`src/rtl/dependency_worklist_scheduler_unit_assert.svh`:
```
// ---------------------------------------------------------------------------
// Assertion macros for the dependency worklist scheduler
// Define NO_ASSERTIONS to compile every check away.
// ---------------------------------------------------------------------------
`ifndef DEPENDENCY_WORKLIST_SCHEDULER_UNIT_ASSERT_SVH
`define DEPENDENCY_WORKLIST_SCHEDULER_UNIT_ASSERT_SVH

`ifndef NO_ASSERTIONS

// General implication check on the block clock
`define DWS_ASSERT(label, ante, cons, msg) \
    label: assert property (@(posedge aclk) disable iff (!aresetn) (ante) |-> (cons)) \
        else $error(msg);

// Check that a signal is all zeros whenever a condition holds
`define DWS_ASSERT_ZERO(label, cond, sig, msg) \
    `DWS_ASSERT(label, cond, (sig) == '0, msg)

`else

`define DWS_ASSERT(label, ante, cons, msg)
`define DWS_ASSERT_ZERO(label, cond, sig, msg)

`endif

`endif

```
`src/rtl/dws_pkg.sv`:
```
// ---------------------------------------------------------------------------
// dws_pkg
// Shared constants, types and helpers for the dependency worklist scheduler.
// ---------------------------------------------------------------------------
`default_nettype none

package dws_pkg;

    localparam int NUM_VARS  = 64;
    localparam int NUM_UNITS = 64;

    // table address width
    localparam int VAR_AW = (NUM_VARS > 1) ? $clog2(NUM_VARS) : 1;

    localparam logic [6:0] VAR_CNT  = 7'(NUM_VARS);
    localparam logic [6:0] UNIT_CNT = 7'(NUM_UNITS);

    localparam logic [63:0] VAR_MASK  = (NUM_VARS >= 64) ? {64{1'b1}} :
                                        ((64'd1 << NUM_VARS) - 64'd1);
    localparam logic [63:0] UNIT_MASK = (NUM_UNITS >= 64) ? {64{1'b1}} :
                                        ((64'd1 << NUM_UNITS) - 64'd1);

    // command codes on the input channel
    localparam logic [1:0] CMD_LOAD   = 2'd0;
    localparam logic [1:0] CMD_START  = 2'd1;
    localparam logic [1:0] CMD_REPORT = 2'd2;

    // result kinds and finish codes
    localparam logic       KIND_UNIT = 1'b0;
    localparam logic       KIND_DONE = 1'b1;
    localparam logic [1:0] ST_NONE   = 2'd0;
    localparam logic [1:0] ST_EMPTY  = 2'd1;
    localparam logic [1:0] ST_TERM   = 2'd2;

    typedef enum logic [1:0] {
        OP_LOAD,
        OP_START,
        OP_REPORT
    } op_t;

    // one classified word in the queue; data is the row (load) or the
    // changed-variable mask (report), already masked to range
    typedef struct packed {
        op_t         op;
        logic [5:0]  var_idx;
        logic [63:0] data;
        logic        has_branch;
        logic        box_empty;
        logic        term_met;
    } qent_t;

    function automatic logic [63:0] low_mask(input logic [6:0] n);
        logic [63:0] m;
        if (n >= 7'd64) begin
            m = {64{1'b1}};
        end else begin
            m = (64'd1 << n) - 64'd1;
        end
        return m;
    endfunction

    // priority encoder, lowest set bit wins; zero mask gives index 0
    function automatic logic [5:0] lowest_bit(input logic [63:0] m);
        logic [5:0] idx;
        idx = '0;
        for (int i = 63; i >= 0; i--) begin
            if (m[i]) begin
                idx = 6'(i);
            end
        end
        return idx;
    endfunction

endpackage

`default_nettype wire

```
`src/rtl/dws_front.sv`:
```
// ---------------------------------------------------------------------------
// dws_front
// Accept input words, classify commands, and queue them for the back end.
// ---------------------------------------------------------------------------
`default_nettype none

module dws_front (
    input  wire logic          aclk,
    input  wire logic          aresetn,
    input  wire logic          s_valid,
    output      logic          s_ready,
    input  wire logic [1:0]    s_cmd,
    input  wire logic [5:0]    s_var,
    input  wire logic [63:0]   s_row,
    input  wire logic          s_has_branch,
    input  wire logic [63:0]   s_changed,
    input  wire logic          s_box_empty,
    input  wire logic          s_term_met,
    output      logic          q_valid,
    input  wire logic          q_ready,
    output      dws_pkg::qent_t q_ent
);

    import dws_pkg::*;

    qent_t      q_reg [2];
    logic       wr_ptr_reg;
    logic       rd_ptr_reg;
    logic [1:0] cnt_reg;

    qent_t ent;
    logic  keep;
    logic  push;
    logic  pop;

    // classify: drop reserved codes and out-of-range loads here
    always_comb begin
        ent            = '0;
        ent.var_idx    = s_var;
        ent.has_branch = s_has_branch;
        ent.box_empty  = s_box_empty;
        ent.term_met   = s_term_met;
        keep           = 1'b0;
        unique case (s_cmd)
            CMD_LOAD: begin
                ent.op   = OP_LOAD;
                ent.data = s_row & UNIT_MASK;
                keep     = ({1'b0, s_var} < VAR_CNT);
            end
            CMD_START: begin
                ent.op = OP_START;
                keep   = 1'b1;
            end
            CMD_REPORT: begin
                ent.op   = OP_REPORT;
                ent.data = s_changed & VAR_MASK;
                keep     = 1'b1;
            end
            default: begin
                keep = 1'b0;
            end
        endcase
    end

    assign s_ready = (cnt_reg != 2'd2);
    assign q_valid = (cnt_reg != 2'd0);
    assign q_ent   = q_reg[rd_ptr_reg];
    assign push    = s_valid && s_ready && keep;
    assign pop     = q_valid && q_ready;

    always_ff @(posedge aclk) begin
        if (!aresetn) begin
            wr_ptr_reg <= 1'b0;
            rd_ptr_reg <= 1'b0;
            cnt_reg    <= 2'd0;
        end else begin
            if (push) begin
                wr_ptr_reg <= ~wr_ptr_reg;
            end
            if (pop) begin
                rd_ptr_reg <= ~rd_ptr_reg;
            end
            if (push && !pop) begin
                cnt_reg <= cnt_reg + 2'd1;
            end else if (pop && !push) begin
                cnt_reg <= cnt_reg - 2'd1;
            end
        end
    end

    always_ff @(posedge aclk) begin
        if (push) begin
            q_reg[wr_ptr_reg] <= ent;
        end
    end

endmodule

`default_nettype wire

```
`config.mk`:
```
export PLATFORM = sky130hd
export DESIGN_NAME = dws_front
export DESIGN_NICKNAME = d
export VERILOG_FILES = /design/src/rtl/dependency_worklist_scheduler_unit_assert.svh /design/src/rtl/dws_pkg.sv /design/src/rtl/dws_front.sv
export SDC_FILE = /design/constraint.sdc
export NUM_CORES = 1
export LEC_CHECK = 0
export ABC_AREA = 0
export BUFFER_PORTS_ARGS = -buffer_cell sky130_fd_sc_hd__buf_4
export CAP_MARGIN = 40
export CELL_PAD_IN_SITES_DETAIL_PLACEMENT = 1
export CELL_PAD_IN_SITES_GLOBAL_PLACEMENT = 1
export CORE_ASPECT_RATIO = 1.75
export CORE_MARGIN = 3
export CORE_UTILIZATION = 32
export CTS_CLUSTER_SIZE = 14
export DETAILED_ROUTE_END_ITERATION = 7
export PLACE_DENSITY_LB_ADDON = 0.1
export SYNTH_ARGS = -nofsm -noshare
export SYNTH_HDL_FRONTEND = slang
export SYNTH_SLANG_ARGS = --single-unit
```
`constraint.sdc`:
```
create_clock -name aclk -period 7.7 [get_ports aclk]
set_input_delay 1.54 -clock aclk [delete_from_list [all_inputs] [get_ports aclk]]
set_output_delay 1.54 -clock aclk [all_outputs]
set_load 0.005 [all_outputs]
```
==> results of run 1 <==
[cells by family (layout without fill, tap and decap cells)]
group / after synthesis / count (layout) / synth area share, %
flip-flops: 155 / 155 / 69.1
multiplexers: 140 / 140 / 22.4
AND/OR/NAND/NOR: 78 / 78 / 4.85
buffers and inverters: 23 / 256 / 2.72
AO/OA/AOI/OAI: 3 / 3 / 0.263
XOR/XNOR: 3 / 3 / 0.395
adder cells (fa/ha/maj): 1 / 1 / 0.188
[per-layer routing]
layer,wire (um),part of all wire [%],track usage (%)
met1,5400,34,13.8
met2,9420,59,27.1
met3,939,5.9,3.72
met4,296,1.8,5.57
met5,0,0,0
[cell usage after synthesis, drive strengths merged]
cell	instances	share of area, %
a21boi	1	0.11
and2	4	0.38
and3	1	0.094
buf	20	2.6
clkbuf	3	0.17
dfxtp	5	1.5
edfxtp	150	68
ha	1	0.19
mux2	75	13
mux2i	65	9.8
nand2	2	0.11
nand2b	2	0.19
nor2	64	3.6
nor2b	3	0.28
o21ai	2	0.15
or2	1	0.094
or3	1	0.094
xnor2	2	0.26
xor2	1	0.13
[worst min-delay path by stage]
stage                     slack, ps    endpoint  startpoint  cells after the start
final                           540  cnt_reg[1]  cnt_reg[1]                      2
after global routing            590  cnt_reg[1]  cnt_reg[1]                      2
after CTS                       540  cnt_reg[1]  cnt_reg[1]                      2
after detailed placement        530  cnt_reg[1]  cnt_reg[1]                      2
after global placement          500  wr_ptr_reg  wr_ptr_reg                      2
after floorplan                 450  wr_ptr_reg  wr_ptr_reg                      2
[final cells by class]
class | count | area share (%)
sequential | 155 | 50.6
multi-input combinational | 225 | 20.7
timing repair buffer | 224 | 19.0
clock buffer | 18 | 4.71
tap | 248 | 3.41
clock inverter | 14 | 1.58
[where the power goes]
part           leakage, nW  total [W]  switching (W)  internal, W
combinational         1.95   0.000673       0.000280     0.000393
sequential            1.46    0.00111      0.0000537      0.00105
clock                0.273   0.000801       0.000323     0.000478
[worst max-delay path, delay by kind of cell (launching register included)]
| family | cells | cell delay (ps) |
|---|---|---|
| flops | 1 | 660 |
| buf+inv | 2 | 440 |
| mux | 1 | 390 |
[through the flow]
step	hold WS [ps]	utilization [%]
floorplan	451	-
global placement	500	41.5
detailed placement	528	41.9
CTS	538	44.7
global route	590	44.7
finish	540	44.7
[placed cells by master, fill, tap and decap left out, types with 3 or more instances in the layout]
master,Yosys,final
clkinvlp_4,0,3
mux2i_1,65,65
mux2_2,75,75
edfxtp_1,150,150
dfxtp_1,5,4
and2_1,4,3
buf_4,3,221
nor2_1,64,64
clkbuf_16,0,17
inv_6,0,4
==> metrics.yaml, run 1 <==
critical_path:
  reg2reg_to: "q_reg[0][16]"
  worstSetupPathType: "flop to primary output"
  required_ps: 6160
  end_kind: "primary output"
  r2r_setup_slack_ps: 5540
  cp_data_arrival_time_ps: 1930
  crit_end: "q_ent[71]"
  rr_worst_depth: 4
  slowest_stage: "dfxtp_4"
  path_max_fanout: 44
  startpoint_type: "flop"
  rr_startpoint: "cnt_reg[0]"
  path_cells: "buf_16, mux2_2, buf_4"
  crit_path_max_incr_delay_ps: 660
cells_and_area:
  fillCellCount: 2085
  largest_register_ffs: 150
  layout.nets: 767
  seq_area_um2: 4610
  syn2layout_area_growth_pct: 36.8
  multi_input_area_um2: 1880
  fin_cells: 884
  antenna_cells: 0
  fin_area_um2: 9110
  drive_above_1_share_pct: 52.2
routing:
  wl_per_cell_um: 18.2
  dr.pass1.iters: 4
  first_iter_violations: 136
  vias_per_cell: 4.67
  wirelength_um: 16000
  drc: 0
  postRouteAntennaNets: 0
  num_vias: 4130
synth:
  syn_area_um2: 6660
  seq_area_frac_synth_pct: 69.1
  avgSynthCellArea_um2: 16.5
  yosysWarningCount: 0
  syn-num-nets: 547
  ys_ff_latch: 155
  yosysUniqueCellTypes: 22
  netlist_instances: 403
die:
  die_h_um: 197
  start_util_pct: 32.7
  die-area_um2: 22600
  die_x_um: 115
  coreArea_um2: 20400
  io_pins: 220
  rows: 69
clock_network:
  post-cts-setup-buffers: 0
  clk-insertion-delay-late_ps: 410
  cts_buffers: 17
  cts_hold_buf: 0
  clock_path_buffers: 2
  cts_root_buf: "clkbuf_16"
  cts_max_level: 4
  cts_num_sinks: 155
  cts_tree: "done"
  cts.clk_slew.worst_paths_ps: 60
  cts_resized: 0
grt:
  gr-usage-all-layers_pct: 14.0
  antenna_found_initial: 0
  grt_pass1_vias: 4640
  grt_pass1_wl_um: 23800
  grt_max_degree: 68
  grt_overflow: 0
placed_design:
  place_hpwl_um: 11300
  portBuffers: 219
  postPlaceCellArea_um2: 8540
  dp_cells: 852
  gp_congestion: 0.682
  dp_slack_ps: 4020
timing:
  clock-skew-final_ps: 8.19
  fmax_mhz: 288
  final-setup-viol-count: 0
  finalCritPeriodShare_pct: 45.1
  fin_crit_ps: 3470
  setup_tns_ps: 0
  slew_violations: 0
  slew_headroom_pct: 45.8
  tightest_slew_ps: 813
  hold_viol_final: 0
  fin_ws_ps: 4230
  rsz0062_at_grt: "no"
run_status:
  run_status: "finished, final reports clean"
power_and_ir_drop:
  total_power_w: 0.00258
  peakVddDrop_mv: 0.150
  p_per_area_nw_per_um2: 283
  power.leakage_nw: 3.68
job:
  max_cap_viol_count: 0
hold_path:
  hold_path.class: "flop to flop"
Note: power is estimated with default switching activity, not from simulation.
==> run 2, diff against run 1 <==
- ABC_AREA: 0 -> 1
- clock period: 7.7 -> 3.49 ns (I/O delays scaled with it)
==> metrics.yaml, run 2 <==
cells_and_area:
  fin_cells: 971  # was 884
  syn2layout_area_growth_pct: 36.1  # was 36.8%
  layout.nets: 852  # was 767
  fillCellCount: 2183  # was 2085
  drive_above_1_share_pct: 47.0  # was 52.2%
  layout_common_cells: "225 x buf_4, 150 x edfxtp_1, 140 x nand2_1"  # was 221 x buf_4, 150 x edfxtp_1, 75 x mux2_2
  largest_register_ffs: 150  # unchanged
  post-route-util_pct: 45.0  # was 44.7%
  fin_area_um2: 9250  # was 9110 um^2
  layout.cells.most_common: "buf_4"  # unchanged
synth:
  netlist_instances: 489  # was 403
  ys_ff_latch: 155  # unchanged
  synth_area_leaders: "edfxtp_1 66%, mux2_4 11%, nand2_1 7.7%, nand3_1 4.8%, mux2_2 4.1%"  # was edfxtp_1 68%, mux2_2 13%, mux2i_1 9.8%, nor2_1 3.6%, buf_6 1.7%
  synth_top_area_share_pct: 66.3  # was 67.6%
  yosysWarningCount: 0  # unchanged
  syn-num-nets: 633  # was 547
  synth_area_leader_cell: "edfxtp_1"  # unchanged
  syn_area_um2: 6800  # was 6660 um^2
  synth_top_flop_cell: "edfxtp_1"  # unchanged
  synthArstFlopShare_pct: 0  # unchanged
  yosysMostFrequentCell: "edfxtp_1"  # unchanged
  yosysUniqueCellTypes: 19  # was 22
  avgSynthCellArea_um2: 13.9  # was 16.5 um^2
  seq_area_frac_synth_pct: 67.8  # was 69.1%
  synth_edf_count: 150  # unchanged
  synthTopCellsByCount: "150 x edfxtp_1, 140 x nand2_1, 65 x nand3_1"  # was 150 x edfxtp_1, 75 x mux2_2, 65 x mux2i_1
timing:
  fin_crit_ps: 2740
  hold_viol_final: 0  # unchanged
  clock-skew-final_ps: 15.5  # was 8.19 ps
  rsz0062_at_grt: "no"  # unchanged
  setup_tns_ps: 0  # unchanged
  tightest_slew_ps: 740  # was 813 ps
  slew_violations: 0  # unchanged
  final-setup-viol-count: 0  # unchanged
  fin_ws_ps: 754  # was 4230 ps
  slew_headroom_pct: 50.6  # was 45.8%
  fmax_mhz: 365
  finalCritPeriodShare_pct: 78.4
hold_path:
  hold_path.class: "primary input to flop"  # was flop to flop
  hold_depth: 1  # was 2
clock_network:
  post-cts-setup-buffers: 0  # unchanged
  cts_max_level: 4  # unchanged
  cts_root_buf: "clkbuf_16"  # unchanged
  clock_path_buffers: 2  # unchanged
  cts.clk_slew.worst_paths_ps: 60  # about the same
  cts_resized: 0  # unchanged
  cts_tree: "done"  # unchanged
  cts_buffers: 17  # unchanged
  cts_hold_buf: 0  # unchanged
  clk-insertion-delay-late_ps: 400  # was 410 ps
  cts_num_sinks: 155  # unchanged
die:
  coreArea_um2: 20500  # was 20400 um^2
  die_h_um: 199  # was 197 um
  start_util_pct: 33.1  # was 32.7%
  die_x_um: 116  # was 115 um
  die-area_um2: 23100  # was 22600 um^2
  io_pins: 220  # unchanged
  rows: 69  # unchanged
power_and_ir_drop:
  p_per_area_nw_per_um2: 597  # was 283 nW/um^2
  power.leakage_nw: 3.93  # was 3.68 nW
  peakVddDrop_mv: 0.354  # was 0.150 mV
routing:
  dr.pass1.iters: 4  # unchanged
  first_iter_violations: 111  # was 136
  vias_per_cell: 4.78  # was 4.67
  wl_per_cell_um: 18.4  # was 18.2 um
  wirelength_um: 17900  # was 16000 um
  drc: 0  # unchanged
  postRouteAntennaNets: 0  # unchanged
  num_vias: 4639  # was 4130
placed_design:
  dp_slack_ps: 1100  # was 4020 ps
  place_hpwl_um: 13000  # was 11300 um
  dp_cells: 937  # was 852
  gp_congestion: 0.728  # was 0.682
  portBuffers: 219  # unchanged
  postPlaceCellArea_um2: 8680  # was 8540 um^2
critical_path:
  path_max_fanout: 50  # was 44
  cp_data_arrival_time_ps: 2040  # was 1930 ps
  crit_path_max_incr_delay_ps: 670  # was 660 ps
  r2r_setup_slack_ps: 1460  # was 5540 ps
  rr_worst_depth: 6  # was 4
  startpoint_type: "flop"  # unchanged
  slowest_stage: "dfxtp_4"  # unchanged
  required_ps: 2790  # was 6160 ps
  end_kind: "primary output"  # unchanged
  path_cells: "buf_12, mux2_2, buf_4"  # was buf_16, mux2_2, buf_4
  worstSetupPathType: "flop to primary output"  # unchanged
grt:
  antenna_found_initial: 2  # was 0
  grt_max_degree: 67  # was 68
  grt_pass1_vias: 5009  # was 4640
  grt_overflow: 0  # unchanged
  gr-usage-all-layers_pct: 15.2  # was 14.0%
  grt_pass1_wl_um: 26200  # was 23800 um
run_status:
  run_status: "finished, final reports clean"  # unchanged
job:
  max_cap_viol_count: 0  # unchanged
-- run 2: power breakdown --
part	internal [W]	switching [W]	leakage (nW)	total, W
logic	0.000783	0.000590	2.21	0.00137
clock network	0.000996	0.000742	0.268	0.00174
registers	0.00230	0.000105	1.46	0.00241
-- run 2: kinds of logic after synthesis --
kind of cell    synth area share (%)
buf+inv                         3.42
fa+ha+maj                      0.184
flops                           67.8
mux                             15.2
compound gates                 0.258
simple gates                    13.2
-- run 2: final timing paths --
check	from	to
worst max-delay path	flop	q_ent[21]
worst min-delay path	s_box_empty	q_reg[0][1]
worst max register to register	cnt_reg[1]	q_reg[1][6]
worst min register to register	rd_ptr_reg	flop
-- run 2: worst max-delay path: cells and delay by family, from the launching register on --
kind / cells / cell delay [ps]
buffers and inverters: 2 / 500
flip-flops: 1 / 670
multiplexers: 1 / 390
-- run 2: layer usage --
layer | share of wire, % | vias to the layer above | track usage [%]
li1 | - | 2187 | -
met1 | 36 | 2285 | 15.8
met2 | 57 | 149 | 29.0
met3 | 5.2 | 18 | 3.20
met4 | 2.1 | 0 | 5.72
met5 | 0 | - | 0
-- run 2: area by class of cell --
class	count	area, um^2	area share, %
clock buffers	18	429	4.64
clock inverters	14	134	1.45
multi-input cells	295	1970	21.3
flip-flops and latches	155	4610	49.8
well taps	248	310	3.36
inverters	11	42.5	0.460
diodes	2	5.00	0.0541
repair buffers	228	1750	18.9
-- run 2: metrics by stage --
stage	power, W	hold WS [ps]
after global placement	0.00382	486
final	0.00552	481
after detailed placement	0.00386	499
after floorplan	0.00317	467
after CTS	0.00562	459
after global routing	0.00580	458
==> run 3, diff against run 2 <==
- clock period: 3.49 -> 2.6 ns (I/O delays scaled with it)
==> metrics.yaml, run 3 (synthesis gave the netlist of run 2 again) <==
run_status:
  run_status: "finished, final reports clean"  # unchanged
routing:
  wl_met1_um: 6480  # was 6370 um
  top_layer: "met4"  # unchanged
  dr.pass1.iters: 4  # unchanged
  wl_per_cell_um: 19.0  # was 18.4 um
  wl_met2_um: 10600  # was 10200 um
  num_vias: 4601  # was 4639
  first_iter_violations: 159  # was 111
  postRouteAntennaNets: 0  # unchanged
  drc: 0  # unchanged
  dr_wl_met3_um: 808  # was 928 um
  vias_per_cell: 4.75  # was 4.78
  wirelength_um: 18400  # was 17900 um
cells_and_area:
  post-route-util_pct: 45.3  # was 45.0%
  fin_cells: 969  # was 971
  syn2layout_area_growth_pct: 37.1  # was 36.1%
  antenna_cells: 0  # was 2
  fillCellCount: 2189  # was 2183
  layout.nets: 852  # unchanged
  layout.cells.most_common: "buf_4"  # unchanged
  largest_register_ffs: 150  # unchanged
  layout_common_cells: "221 x buf_4, 150 x edfxtp_1, 138 x nand2_1"  # was 225 x buf_4, 150 x edfxtp_1, 140 x nand2_1
  fin_area_um2: 9320  # was 9250 um^2
  seq_area_um2: 4610  # unchanged
  multi_input_area_um2: 1990  # was 1970 um^2
  drive_above_1_share_pct: 47.0  # unchanged
die:
  die-area_um2: 23100  # unchanged
  start_util_pct: 33.1  # unchanged
  die_x_um: 116  # unchanged
  coreArea_um2: 20500  # unchanged
  die_h_um: 199  # unchanged
  rows: 69  # unchanged
  io_pins: 220  # unchanged
hold_path:
  hold_path.class: "primary input to flop"  # unchanged
  hold_depth: 1  # unchanged
timing:
  hold_viol_final: 0  # unchanged
  tightest_slew_ps: 776  # was 740 ps
  rsz0062_at_grt: "no"  # unchanged
  slew_violations: 0  # unchanged
  slew_headroom_pct: 48.2  # was 50.6%
  clock-skew-final_ps: 6.60  # was 15.5 ps
  finalCritPeriodShare_pct: 89.1
  fmax_mhz: 432
  final-setup-viol-count: 0  # unchanged
  fin_crit_ps: 2320
placed_design:
  place_hpwl_um: 12900  # was 13000 um
  gp_congestion: 0.753  # was 0.728
  portBuffers: 219  # unchanged
  postPlaceCellArea_um2: 8760  # was 8680 um^2
  dp_cells: 937  # unchanged
critical_path:
  cpLargestDelayFamily: "flip-flops"  # unchanged
  crit_cells: 3  # unchanged
  cp_num_buf_inv: 2  # unchanged
  crit_path_max_incr_delay_ps: 500  # was 670 ps
  cp_data_arrival_time_ps: 1800  # was 2040 ps
  worstSetupPathType: "flop to primary output"  # unchanged
  path_cells: "buf_12, mux2_2, buf_4"  # unchanged
  required_ps: 2080  # was 2790 ps
  path_max_fanout: 35  # was 50
  end_kind: "primary output"  # unchanged
  rr_worst_depth: 6  # unchanged
  startpoint_type: "flop"  # unchanged
  slowest_stage: "dfxtp_4"  # unchanged
power_and_ir_drop:
  p_seq_share_pct: 42.8  # was 43.6%
  power.share.switching_pct: 25.3  # was 26.1%
  power_frac_comb_pct: 25.7  # was 24.9%
  p_per_area_nw_per_um2: 800  # was 597 nW/um^2
  power.leakage_nw: 3.94  # was 3.93 nW
  p_int_w: 0.00556  # was 0.00408 W
  peakVddDrop_mv: 0.353  # was 0.354 mV
  clock_power_share_pct: 31.5  # about the same
  net-switching-power_w: 0.00189  # was 0.00144 W
clock_network:
  cts_resized: 0  # unchanged
  cts_tree: "done"  # unchanged
  cts_max_level: 4  # unchanged
  cts_hold_buf: 0  # unchanged
  cts.clk_slew.worst_paths_ps: 60  # about the same
  clk-insertion-delay-late_ps: 420  # was 400 ps
  cts_num_sinks: 155  # unchanged
  cts_root_buf: "clkbuf_16"  # unchanged
  clock_path_buffers: 2  # unchanged
  cts_buffers: 17  # unchanged
  post-cts-setup-buffers: 0  # unchanged
grt:
  antenna_found_initial: 0  # was 2
  grt_max_degree: 66  # was 67
  grt_overflow: 0  # unchanged
  gr-usage-all-layers_pct: 16.0  # was 15.2%
  grt_pass1_vias: 5191  # was 5009
  grt_pass1_wl_um: 27200  # was 26200 um
job:
  max_cap_viol_count: 0  # unchanged
-- run 3: worst reg2reg max path, cell delays in order, from the launching register on --
cell and delay [ps]:
dfxtp_1 350, inv_1 80, nor2_1 290, nor2_1 150, nand2_1 150, clkinvlp_4 150, buf_12 220
-- run 3: per-layer routing --
layer	up-vias	GRT usage [%]
met5	-	0
met3	29	3.56
met4	0	7.05
met1	2238	16.0
met2	150	30.7
li1	2184	-
-- run 3: path summary, 6_finish.rpt --
check,startpoint,slack (ps),end
worst max register to register,cnt_reg[1],930,q_reg[1][58]
worst min-delay path,s_term_met,280,q_reg[0][0]
worst max-delay path,flop,280,q_ent[21]
worst min register to register,rd_ptr_reg,500,flop
-- run 3: final cells by class --
class                           count  share of cell area, %
Multi-Input combinational cell    295                   21.4
Inverter                           11                  0.484
Sequential cell                   155                   49.5
Clock buffer                       18                   4.61
Timing Repair Buffer              228                   19.3
Clock inverter                     14                   1.40
Tap cell                          248                   3.33
-- run 3: power groups by stage --
stage	combinational, W	sequential (W)	clock, W
5_1_grt	0.00209	0.00322	0.00252
2_1_floorplan	0.00105	0.00320	0
3_5_place_dp	0.00197	0.00325	0
6_report	0.00191	0.00319	0.00235
4_1_cts	0.00198	0.00320	0.00243
3_3_place_gp	0.00195	0.00323	0
-- run 3: through the flow --
step	power, W	setup TNS, ps	setup WS [ps]	hold slack, ps
after floorplan	0.00426	-16510	-220	467
after global placement	0.00518	0	436	485
after detailed placement	0.00522	0	690	496
after CTS	0.00761	0	219	251
after global routing	0.00783	0	202	255
final	0.00745	0	283	284
